$ cat src/sv/hrhp_pkg.sv
// Shared types, codes and match tables for the HTTP request header parser.
package hrhp_pkg;

   localparam int LENGTH_BITS_DEFAULT = 32;
   localparam int QUEUE_DEPTH = 4;
   localparam int QUEUE_PTR_BITS = 2;

   typedef enum logic [3:0] {
      PH_METHOD,
      PH_PATH,
      PH_VERSION,
      PH_NAME,
      PH_BLANK,
      PH_VALUE,
      PH_NUMBER,
      PH_SKIP,
      PH_BODY,
      PH_ACCEPT,
      PH_REJECT
   } phase_type;

   typedef enum logic [1:0] {
      NUM_SPACE,
      NUM_SIGN,
      NUM_DIGIT,
      NUM_DONE
   } num_phase_type;

   localparam logic [2:0] TAG_NONE    = 3'd0;
   localparam logic [2:0] TAG_PATH    = 3'd1;
   localparam logic [2:0] TAG_VERSION = 3'd2;
   localparam logic [2:0] TAG_HOST    = 3'd3;
   localparam logic [2:0] TAG_BODY    = 3'd7;

   localparam logic [1:0] STATUS_BUSY   = 2'd0;
   localparam logic [1:0] STATUS_ACCEPT = 2'd1;
   localparam logic [1:0] STATUS_REJECT = 2'd2;

   localparam logic [2:0] METHOD_CODE_POST = 3'd2;
   localparam logic [2:0] METHOD_CODE_PUT  = 3'd3;

   localparam logic [7:0] CHAR_NUL   = 8'h00;
   localparam logic [7:0] CHAR_TAB   = 8'h09;
   localparam logic [7:0] CHAR_LF    = 8'h0A;
   localparam logic [7:0] CHAR_CR    = 8'h0D;
   localparam logic [7:0] CHAR_SPACE = 8'h20;
   localparam logic [7:0] CHAR_PLUS  = 8'h2B;
   localparam logic [7:0] CHAR_MINUS = 8'h2D;
   localparam logic [7:0] CHAR_ZERO  = 8'h30;
   localparam logic [7:0] CHAR_NINE  = 8'h39;

   localparam int NUM_METHODS = 4;
   localparam int NUM_NAMES = 5;
   localparam int NAME_LENGTH_IDX = 4;

   // Rows are right-aligned: the last character sits in the low byte.
   localparam logic [127:0] METHOD_ROW [NUM_METHODS] = '{
      128'("GET "), 128'("POST "), 128'("PUT "), 128'("DELETE ")};
   localparam logic [4:0] METHOD_LEN [NUM_METHODS] = '{5'd4, 5'd5, 5'd4, 5'd7};

   localparam logic [127:0] NAME_ROW [NUM_NAMES] = '{
      128'("Host: "), 128'("Accept: "), 128'("User-Agent: "),
      128'("Content-Type: "), 128'("Content-Length: ")};
   localparam logic [4:0] NAME_LEN [NUM_NAMES] = '{5'd6, 5'd8, 5'd12, 5'd14, 5'd16};

   typedef struct packed {
      logic [31:0] length_value;
      logic [1:0]  parse_status;
      logic [2:0]  method_code;
      logic [7:0]  out_byte;
      logic [2:0]  field_tag;
      logic        last_in_run;
   } rsp_entry_type;

   typedef struct packed {
      logic          push;
      logic          two;
      rsp_entry_type first;
      rsp_entry_type second;
   } push_bundle_type;

   // Character at position pos of a right-aligned row of length len.
   function automatic logic [7:0] row_byte(input logic [127:0] row, input logic [4:0] len,
                                          input logic [3:0] pos);
      logic [4:0]   k;
      logic [127:0] shifted;
      begin
         k = len - 5'd1 - {1'b0, pos};
         shifted = row >> {k, 3'b000};
         return shifted[7:0];
      end
   endfunction

endpackage

$ cat src/sv/http_request_header_parser.sv
// Top level of the byte-serial HTTP request header parser.
//
//  channel | direction | tdata (low bit up)                         | tuser            | tlast
//  req_    | in        | data_byte[7:0]                             | start_of_request | end_of_buffer
//  rsp_    | out       | field_tag, out_byte, method_code,          | -                | last_in_run
//          |           | parse_status, length_value (48 bits)       |                  |
//
// Each request byte is parsed in the cycle it is transferred: the next parse
// state and its one or two results are computed from the state registers and
// the incoming byte, and the results go into a four-entry result queue.
// One byte per cycle is sustained while the queue has room; a byte that
// releases a held CR yields two results. req_tready holds low while the queue
// has fewer than two free entries. Synchronous reset clears parse state and
// the queue; start_of_request clears parse state in-band.
module http_request_header_parser #(
   parameter int LENGTH_BITS = hrhp_pkg::LENGTH_BITS_DEFAULT
) (
   input  logic        clock,
   input  logic        reset,
   input  logic        req_tvalid,
   output logic        req_tready,
   input  logic [7:0]  req_tdata,   // data_byte[7:0]
   input  logic        req_tuser,   // start_of_request
   input  logic        req_tlast,   // end_of_buffer
   output logic        rsp_tvalid,
   input  logic        rsp_tready,
   output logic [47:0] rsp_tdata,   // field_tag[2:0], out_byte[10:3], method_code[13:11],
                                    // parse_status[15:14], length_value[47:16]
   output logic        rsp_tlast    // last_in_run
);

   localparam int LB = LENGTH_BITS;
   localparam logic [LB-1:0] LEN_SIGN = {1'b1, {(LB-1){1'b0}}};

   hrhp_pkg::phase_type     phase_ff, phase_in;
   hrhp_pkg::num_phase_type num_phase_ff, num_phase_in;
   logic [3:0]    match_pos_ff, match_pos_in;
   logic [4:0]    cand_ff, cand_in;
   logic          held_cr_ff, held_cr_in;
   logic [2:0]    method_ff, method_in;
   logic [LB-1:0] len_acc_ff, len_acc_in;
   logic [LB-1:0] mag_ff, mag_in;
   logic          num_neg_ff, num_neg_in;
   logic [LB-1:0] body_ff, body_in;
   logic [2:0]    active_ff, active_in;

   logic [2:0] tag0, tag1;
   logic [7:0] byte0, byte1;
   logic [1:0] res_count;

   logic req_fire;
   logic room;
   hrhp_pkg::push_bundle_type push;
   hrhp_pkg::rsp_entry_type   rsp_entry;
   logic signed [LB-1:0] len_signed;
   logic [1:0] status;

   assign req_fire = req_tvalid && req_tready;
   assign req_tready = room;

   // Parse one byte: next state and results.
   always_comb begin
      logic [7:0]    b;
      logic [3:0]    live_m;
      logic [4:0]    live_n;
      logic          done_m, done_n, line_end, cr_data, is_digit, is_space;
      logic [1:0]    hit_m;
      logic [2:0]    hit_n;
      logic [2:0]    line_tag;
      logic [LB-1:0] m, lim;
      logic [LB+3:0] t;
      logic [7:0]    d;

      b = req_tdata;
      phase_in = phase_ff;
      num_phase_in = num_phase_ff;
      match_pos_in = match_pos_ff;
      cand_in = cand_ff;
      held_cr_in = held_cr_ff;
      method_in = method_ff;
      len_acc_in = len_acc_ff;
      mag_in = mag_ff;
      num_neg_in = num_neg_ff;
      body_in = body_ff;
      active_in = active_ff;
      tag0 = hrhp_pkg::TAG_NONE;
      tag1 = hrhp_pkg::TAG_NONE;
      byte0 = '0;
      byte1 = '0;
      res_count = 2'd0;
      live_m = '0;
      live_n = '0;
      done_m = 1'b0;
      done_n = 1'b0;
      hit_m = '0;
      hit_n = '0;
      line_end = 1'b0;
      cr_data = 1'b0;
      line_tag = hrhp_pkg::TAG_NONE;
      m = '0;
      lim = '0;
      t = '0;
      d = b - hrhp_pkg::CHAR_ZERO;
      is_digit = (b >= hrhp_pkg::CHAR_ZERO) && (b <= hrhp_pkg::CHAR_NINE);
      is_space = (b == hrhp_pkg::CHAR_SPACE) || ((b >= hrhp_pkg::CHAR_TAB) && (b <= hrhp_pkg::CHAR_CR));

      if (req_tuser) begin
         phase_in = hrhp_pkg::PH_METHOD;
         match_pos_in = '0;
         cand_in = 5'h1F;
         held_cr_in = 1'b0;
         method_in = '0;
         len_acc_in = '1;
         num_phase_in = hrhp_pkg::NUM_SPACE;
         num_neg_in = 1'b0;
         body_in = '0;
         active_in = '0;
      end

      // Candidate matching for both tables.
      for (int i = 0; i < hrhp_pkg::NUM_METHODS; i++) begin
         live_m[i] = cand_in[i] && ({1'b0, match_pos_in} < hrhp_pkg::METHOD_LEN[i]) &&
            (hrhp_pkg::row_byte(hrhp_pkg::METHOD_ROW[i], hrhp_pkg::METHOD_LEN[i],
                                match_pos_in) == b);
      end
      for (int i = hrhp_pkg::NUM_METHODS - 1; i >= 0; i--) begin
         if (live_m[i] && (hrhp_pkg::METHOD_LEN[i] == {1'b0, match_pos_in} + 5'd1)) begin
            done_m = 1'b1;
            hit_m = 2'(i);
         end
      end
      for (int i = 0; i < hrhp_pkg::NUM_NAMES; i++) begin
         live_n[i] = cand_in[i] && ({1'b0, match_pos_in} < hrhp_pkg::NAME_LEN[i]) &&
            (hrhp_pkg::row_byte(hrhp_pkg::NAME_ROW[i], hrhp_pkg::NAME_LEN[i],
                                match_pos_in) == b);
      end
      for (int i = hrhp_pkg::NUM_NAMES - 1; i >= 0; i--) begin
         if (live_n[i] && (hrhp_pkg::NAME_LEN[i] == {1'b0, match_pos_in} + 5'd1)) begin
            done_n = 1'b1;
            hit_n = 3'(i);
         end
      end

      if (phase_in != hrhp_pkg::PH_ACCEPT && phase_in != hrhp_pkg::PH_REJECT) begin
         if (b == hrhp_pkg::CHAR_NUL && phase_in != hrhp_pkg::PH_BODY) begin
            phase_in = hrhp_pkg::PH_REJECT;
         end else begin
            case (phase_in)
               hrhp_pkg::PH_METHOD: begin
                  if (live_m == '0) begin
                     phase_in = hrhp_pkg::PH_REJECT;
                  end else if (done_m) begin
                     method_in = {1'b0, hit_m} + 3'd1;
                     match_pos_in = '0;
                     phase_in = hrhp_pkg::PH_PATH;
                  end else begin
                     cand_in = {1'b0, live_m};
                     match_pos_in = match_pos_in + 4'd1;
                  end
               end
               hrhp_pkg::PH_PATH: begin
                  if (b == hrhp_pkg::CHAR_SPACE) begin
                     phase_in = hrhp_pkg::PH_VERSION;
                  end else begin
                     tag0 = hrhp_pkg::TAG_PATH;
                     byte0 = b;
                     res_count = 2'd1;
                  end
               end
               hrhp_pkg::PH_NAME: begin
                  if (match_pos_in == '0 && b == hrhp_pkg::CHAR_CR) begin
                     phase_in = hrhp_pkg::PH_BLANK;
                  end else if (live_n == '0) begin
                     phase_in = hrhp_pkg::PH_SKIP;
                     held_cr_in = (b == hrhp_pkg::CHAR_CR);
                  end else if (done_n && hit_n == 3'(hrhp_pkg::NAME_LENGTH_IDX)) begin
                     phase_in = hrhp_pkg::PH_NUMBER;
                     num_phase_in = hrhp_pkg::NUM_SPACE;
                     num_neg_in = 1'b0;
                  end else if (done_n) begin
                     phase_in = hrhp_pkg::PH_VALUE;
                     active_in = hrhp_pkg::TAG_HOST + hit_n;
                  end else begin
                     cand_in = live_n;
                     match_pos_in = match_pos_in + 4'd1;
                  end
               end
               hrhp_pkg::PH_BLANK: begin
                  if (b == hrhp_pkg::CHAR_LF) begin
                     if (method_in != hrhp_pkg::METHOD_CODE_POST &&
                         method_in != hrhp_pkg::METHOD_CODE_PUT) begin
                        phase_in = hrhp_pkg::PH_ACCEPT;
                     end else if (len_acc_in == '1) begin
                        phase_in = hrhp_pkg::PH_REJECT;
                     end else if (len_acc_in == '0 || len_acc_in[LB-1]) begin
                        phase_in = hrhp_pkg::PH_ACCEPT;
                     end else begin
                        body_in = len_acc_in;
                        phase_in = hrhp_pkg::PH_BODY;
                     end
                  end else begin
                     phase_in = hrhp_pkg::PH_SKIP;
                     held_cr_in = (b == hrhp_pkg::CHAR_CR);
                  end
               end
               hrhp_pkg::PH_VERSION, hrhp_pkg::PH_VALUE,
               hrhp_pkg::PH_NUMBER, hrhp_pkg::PH_SKIP: begin
                  line_tag = (phase_in == hrhp_pkg::PH_VERSION) ? hrhp_pkg::TAG_VERSION
                                                                : active_in;
                  if (held_cr_in) begin
                     held_cr_in = 1'b0;
                     if (b == hrhp_pkg::CHAR_LF) begin
                        line_end = 1'b1;
                     end else begin
                        cr_data = 1'b1;
                     end
                  end
                  if (line_end) begin
                     phase_in = hrhp_pkg::PH_NAME;
                     match_pos_in = '0;
                     cand_in = 5'h1F;
                  end else begin
                     held_cr_in = (b == hrhp_pkg::CHAR_CR);
                     if (phase_in == hrhp_pkg::PH_VERSION || phase_in == hrhp_pkg::PH_VALUE) begin
                        if (cr_data) begin
                           tag0 = line_tag;
                           byte0 = hrhp_pkg::CHAR_CR;
                           res_count = 2'd1;
                        end
                        if (b != hrhp_pkg::CHAR_CR) begin
                           if (cr_data) begin
                              tag1 = line_tag;
                              byte1 = b;
                              res_count = 2'd2;
                           end else begin
                              tag0 = line_tag;
                              byte0 = b;
                              res_count = 2'd1;
                           end
                        end
                     end else if (phase_in == hrhp_pkg::PH_NUMBER) begin
                        // A released CR is whitespace first, a terminator later.
                        if (cr_data && num_phase_in != hrhp_pkg::NUM_SPACE) begin
                           num_phase_in = hrhp_pkg::NUM_DONE;
                        end
                        if (b != hrhp_pkg::CHAR_CR) begin
                           if (num_phase_in == hrhp_pkg::NUM_SPACE && is_space) begin
                              num_phase_in = num_phase_in;
                           end else if (num_phase_in == hrhp_pkg::NUM_SPACE &&
                                        (b == hrhp_pkg::CHAR_PLUS || b == hrhp_pkg::CHAR_MINUS)) begin
                              num_neg_in = (b == hrhp_pkg::CHAR_MINUS);
                              num_phase_in = hrhp_pkg::NUM_SIGN;
                           end else if (!is_digit || num_phase_in == hrhp_pkg::NUM_DONE) begin
                              num_phase_in = hrhp_pkg::NUM_DONE;
                           end else begin
                              m = (num_phase_in == hrhp_pkg::NUM_DIGIT) ? mag_in : '0;
                              lim = num_neg_in ? LEN_SIGN : LEN_SIGN - 1'b1;
                              t = ({4'b0, m} << 3) + ({4'b0, m} << 1) + (LB+4)'(d[3:0]);
                              m = (t > {4'b0, lim}) ? lim : t[LB-1:0];
                              mag_in = m;
                              len_acc_in = num_neg_in ? (~m + 1'b1) : m;
                              num_phase_in = hrhp_pkg::NUM_DIGIT;
                           end
                        end
                     end
                  end
               end
               hrhp_pkg::PH_BODY: begin
                  tag0 = hrhp_pkg::TAG_BODY;
                  byte0 = b;
                  res_count = 2'd1;
                  body_in = body_in - 1'b1;
                  if (body_in == '0) begin
                     phase_in = hrhp_pkg::PH_ACCEPT;
                  end
               end
               default: begin
                  phase_in = hrhp_pkg::PH_REJECT;
               end
            endcase
         end
         if (req_tlast && phase_in != hrhp_pkg::PH_ACCEPT) begin
            phase_in = hrhp_pkg::PH_REJECT;
         end
      end
   end

   assign status = (phase_in == hrhp_pkg::PH_ACCEPT) ? hrhp_pkg::STATUS_ACCEPT :
                   (phase_in == hrhp_pkg::PH_REJECT) ? hrhp_pkg::STATUS_REJECT :
                                                       hrhp_pkg::STATUS_BUSY;
   assign len_signed = len_acc_in;

   // Build the queue push: an item with no data still gives one empty result.
   always_comb begin
      push.push = req_fire;
      push.two = (res_count == 2'd2);
      push.first.length_value = 32'(len_signed);
      push.first.parse_status = status;
      push.first.method_code = method_in;
      push.first.out_byte = byte0;
      push.first.field_tag = tag0;
      push.first.last_in_run = (res_count != 2'd2);
      push.second = push.first;
      push.second.out_byte = byte1;
      push.second.field_tag = tag1;
      push.second.last_in_run = 1'b1;
   end

   always_ff @(posedge clock) begin
      if (reset) begin
         phase_ff <= hrhp_pkg::PH_METHOD;
         num_phase_ff <= hrhp_pkg::NUM_SPACE;
         match_pos_ff <= '0;
         cand_ff <= 5'h1F;
         held_cr_ff <= 1'b0;
         method_ff <= '0;
         len_acc_ff <= '1;
         mag_ff <= '0;
         num_neg_ff <= 1'b0;
         body_ff <= '0;
         active_ff <= '0;
      end else if (req_fire) begin
         phase_ff <= phase_in;
         num_phase_ff <= num_phase_in;
         match_pos_ff <= match_pos_in;
         cand_ff <= cand_in;
         held_cr_ff <= held_cr_in;
         method_ff <= method_in;
         len_acc_ff <= len_acc_in;
         mag_ff <= mag_in;
         num_neg_ff <= num_neg_in;
         body_ff <= body_in;
         active_ff <= active_in;
      end
   end

   hrhp_result_queue u_queue (
      .clock     (clock),
      .reset     (reset),
      .push_in   (push),
      .room      (room),
      .rsp_valid (rsp_tvalid),
      .rsp_ready (rsp_tready),
      .rsp_entry (rsp_entry)
   );

   assign rsp_tdata = {rsp_entry.length_value, rsp_entry.parse_status, rsp_entry.method_code,
                       rsp_entry.out_byte, rsp_entry.field_tag};
   assign rsp_tlast = rsp_entry.last_in_run;

endmodule

$ cat src/sv/hrhp_result_queue.sv
// Four-entry result queue that takes one or two results per transfer.
module hrhp_result_queue (
   input  logic                           clock,
   input  logic                           reset,
   input  hrhp_pkg::push_bundle_type      push_in,
   output logic                           room,
   output logic                           rsp_valid,
   input  logic                           rsp_ready,
   output hrhp_pkg::rsp_entry_type        rsp_entry
);

   hrhp_pkg::rsp_entry_type entry_ff [hrhp_pkg::QUEUE_DEPTH];
   logic [hrhp_pkg::QUEUE_PTR_BITS-1:0] wr_ptr_ff, wr_ptr_in, rd_ptr_ff, rd_ptr_in;
   logic [hrhp_pkg::QUEUE_PTR_BITS:0]   count_ff, count_in;
   logic [hrhp_pkg::QUEUE_PTR_BITS-1:0] wr_next;
   logic pop;

   assign pop = rsp_valid && rsp_ready;
   assign rsp_valid = (count_ff != '0);
   assign rsp_entry = entry_ff[rd_ptr_ff];
   assign room = (count_ff <= (hrhp_pkg::QUEUE_PTR_BITS+1)'(hrhp_pkg::QUEUE_DEPTH - 2));
   assign wr_next = wr_ptr_ff + 1'b1;

   always_comb begin
      wr_ptr_in = wr_ptr_ff;
      count_in = count_ff;
      if (push_in.push) begin
         wr_ptr_in = push_in.two ? wr_ptr_ff + 2'd2 : wr_next;
         count_in = count_in + (push_in.two ? 3'd2 : 3'd1);
      end
      if (pop) begin
         count_in = count_in - 3'd1;
      end
      rd_ptr_in = pop ? rd_ptr_ff + 1'b1 : rd_ptr_ff;
   end

   always_ff @(posedge clock) begin
      if (reset) begin
         wr_ptr_ff <= '0;
         rd_ptr_ff <= '0;
         count_ff <= '0;
      end else begin
         wr_ptr_ff <= wr_ptr_in;
         rd_ptr_ff <= rd_ptr_in;
         count_ff <= count_in;
      end
   end

   always_ff @(posedge clock) begin
      if (push_in.push) begin
         entry_ff[wr_ptr_ff] <= push_in.first;
         if (push_in.two) begin
            entry_ff[wr_next] <= push_in.second;
         end
      end
   end

endmodule
$ cat config.mk
export PLATFORM = sky130hd
export DESIGN_NAME = http_request_header_parser
export DESIGN_NICKNAME = d
export VERILOG_FILES = /design/src/sv/hrhp_pkg.sv /design/src/sv/http_request_header_parser.sv /design/src/sv/hrhp_result_queue.sv
export SDC_FILE = /design/constraint.sdc
export NUM_CORES = 1
export LEC_CHECK = 0
export ABC_AREA = 1
export BUFFER_PORTS_ARGS = -buffer_cell sky130_fd_sc_hd__buf_4
export CORE_ASPECT_RATIO = 1.1
export CORE_MARGIN = 10
export CORE_UTILIZATION = 60
export DETAILED_ROUTE_END_ITERATION = 10
export GPL_ROUTABILITY_DRIVEN = 1
export PLACE_DENSITY = 0.81
export SYNTH_ARGS = -nofsm -noshare
export SYNTH_HDL_FRONTEND = slang
export SYNTH_HIERARCHICAL = 1
export SYNTH_SLANG_ARGS = --single-unit
$ cat constraint.sdc
create_clock -name clock -period 10 [get_ports clock]
set_input_delay 1 -clock clock [delete_from_list [all_inputs] [get_ports clock]]
set_output_delay 1 -clock clock [all_outputs]
set_load 0.02 [all_outputs]
==> results.txt <==
ranking of synthesized cells by area = edfxtp_1, nand2_1, dfxtp_1
Slew Limit Fails = 0
crit path buf inv count = 7
Area Overhead vs Synth = 6.72%
Clk pin slew, worst setup/hold paths = 60 ps
die width = 214 um
yosys warns = 6
CP max stage cell = fa_1
CTS tree = done
drt drc = 0
CP startpoint kind = input port
CTS root buffer = clkbuf_16
Peak supply drop = 0.000131 V
total of max-cap violations = 0
Worst Min Path Start = body_ff[9]
Setup WS pre-CTS = 1500 ps
register bit total from synthesis = 324
Top delay family on crit path = simple AND/OR/NAND/NOR gates
Bufs on Longest Clock Path = 3
power density over cell area = 180 nW/um^2
Tot GR Track Use = 28.5%
Nets = 3695
vias in the first global route = 22243
Sink Count = 324
pin count of the biggest net entering global routing = 100
Worst Setup Path Type = in2reg
Worst Setup End Kind = flip-flop
layout cells sized above 1 = 6.32%
Syn Area/Cell = 6.91 um^2
Area after DPL = 25400 um^2
RSZ-0062 raised after global routing = false
Worst Tran Pin Value = 1190 ps
routed vias/inst = 5.91
Final TNS setup = 0 ps
Max transition margin = 19.9%
row cnt = 78
gpl congestion = 1.02
DP HPWL = 51700 um
Die Height = 233 um
syn nets = 3736
Worst Skew = 26.2 ps
worst min-delay path class = reg2reg
total setup buffers inserted after CTS = 0
Buffers on Ports = 64
Final ANT Viol Nets = 0
commonest non-fill, non-tap cell in the layout = nand2_1
Post-Syn Area = 24800 um^2
Setup Viol. Count Final = 0
detailed-route via count = 24439
initial core utilization = 60.3%
First DRT Iteration DRCs = 2590
status = finished clean
total CTS buffers = 34
Crit path arrival time = 8430 ps
Syn Inst Count = 3589
Hold Path Depth = 2
peak fanout along the critical path = 47
initial antenna violation count = 0
FF-to-FF Start = held_cr_ff
Critical path origin = req_tuser
drt total wl = 73100 um
Core ar. = 41100 um^2
Highest Clock Rate = 124 MHz
max incr delay on CP = 420 ps
Top FF cell, synth = edfxtp_1
reg-to-reg endpoint = u_queue/entry_ff[3][45]
Period Utilization, post-route = 80.7%
Detailed Routing Iterations Pass 1 = 8
Synth area leader = edfxtp_1
Synth cell types = 69
Routed WL per cell = 17.7 um
register area share after synthesis = 34.1%
Die ar. = 49900 um^2
ys async rst share = 0%
hold-fix buffers at CTS = 0
most frequent cells in the layout = nand2_1, nor2_1, o21ai_0
Remaining Overflow, GRT = 0
final worst slack = 1930 ps
number of flops mapped to enable cells by yosys = 196
Final Hold Vio Count = 0
Worst Reg-to-Reg Cells = 43
H-tree levels = 2
Register-to-Register Setup Slack = 2630 ps
hold endpoint = body_ff[9]
first-pass GRT wire length = 116000 um
post_cts resized = 0
worst-skew pair later-pin latency = 540 ps
WP data required = 10360 ps
ant diodes = 0
final instance area = 26500 um^2
top-area cell type share of the netlist area = 23.7%
Final Critical Period = 8070 ps
Leakage Power = 0.0124 uW
Top Ports = 65
CP dominant cell by count = nand2_1
Yosys cell counts (all sizes together), types with 6 or more instances:
master	instances
ha	131
xor2	76
o211ai	41
nand3	149
nor2	456
nand2	878
nor4	29
a21oi	215
o31ai	6
o221ai	12
xnor2	14
and2	7
edfxtp	196
a211oi	11
nor3	45
nand4	38
clkbuf	100
buf	66
nand3b	6
dfxtp	128
o22ai	56
a221oi	7
o21ai	479
inv	378
a21o	9
metrics by stage:
stage / hold slack [ps] / std cells / util, % / power (uW)
3_3_place_gp: 452 / 4072 / 61.7 / 3490
4_1_cts: 465 / 4134 / 64.4 / 4760
2_1_floorplan: 437 / 3589 / - / 2960
6_report: 466 / 4134 / 64.4 / 4770
5_1_grt: 480 / 4134 / 64.4 / 5030
3_5_place_dp: 455 / 4072 / 61.7 / 3510
power breakdown:
group          total, uW  internal [uW]  switching (uW)
clock network       1250            709             546
registers           1720           1630            91.0
logic               1800            558            1240
worst min-delay path, delay by kind of cell, from the launching register on:
kind	cells	cell delay (ps)
AO/OA/AOI/OAI	1	50
flip-flops	1	310
AND/OR/NAND/NOR	1	60
worst max-delay path by stage:
stage,to,slack [ps],cells after the start
floorplan,u_queue/entry_ff[0][47],2850,48
global placement,u_queue/entry_ff[1][45],1690,44
detailed placement,u_queue/entry_ff[3][45],1500,44
CTS,u_queue/entry_ff[3][45],2050,44
global route,u_queue/entry_ff[3][45],1250,44
finish,u_queue/entry_ff[3][45],1930,44
cell type report:
cell class | count | area [um^2]
clock buffers | 46 | 957
clock inverters | 16 | 143
fillers | 3638 | 14600
inverters | 383 | 1440
multi-input cells | 2716 | 14100
flip-flops and latches | 324 | 8450
well taps | 560 | 701
repair buffers | 89 | 668
registers in the layout (all words and copies together), names as in the netlist, 3 cells and up, named ones only:
register          count
mag_ff               32
method_ff             3
u_queue/entry_ff    196
active_ff             3
cand_ff               5
body_ff              32
phase_ff              4
match_pos_ff          4
u_queue/count_ff      3
len_acc_ff           32
kinds of logic (layout without fill, tap and decap cells):
| kind of cell | count (synthesis) | in the layout | share of synthesized area (%) |
|---|---|---|---|
| and+or+nand+nor | 1619 | 1619 | 27.3 |
| AOI/OAI and AO/OA | 871 | 871 | 19.3 |
| buffers and inverters | 549 | 534 | 9.22 |
| DFF | 324 | 324 | 34.1 |
| adders and majority gates | 133 | 133 | 6.77 |
| xor gates and xnor gates | 90 | 90 | 3.18 |
| muxes | 2 | 2 | 0.0858 |
| other | 1 | 1 | 0.0151 |
routing by layer:
layer / global-route usage [%] / up-vias / routed length, um
met5: 0 / - / 0
met4: 12.5 / 0 / 3100
met3: 3.71 / 222 / 6560
met2: 46.6 / 1204 / 33200
met1: 37.2 / 11046 / 30200
li1: - / 11967 / -
No activity file was read; power rests on OpenSTA's default activity.
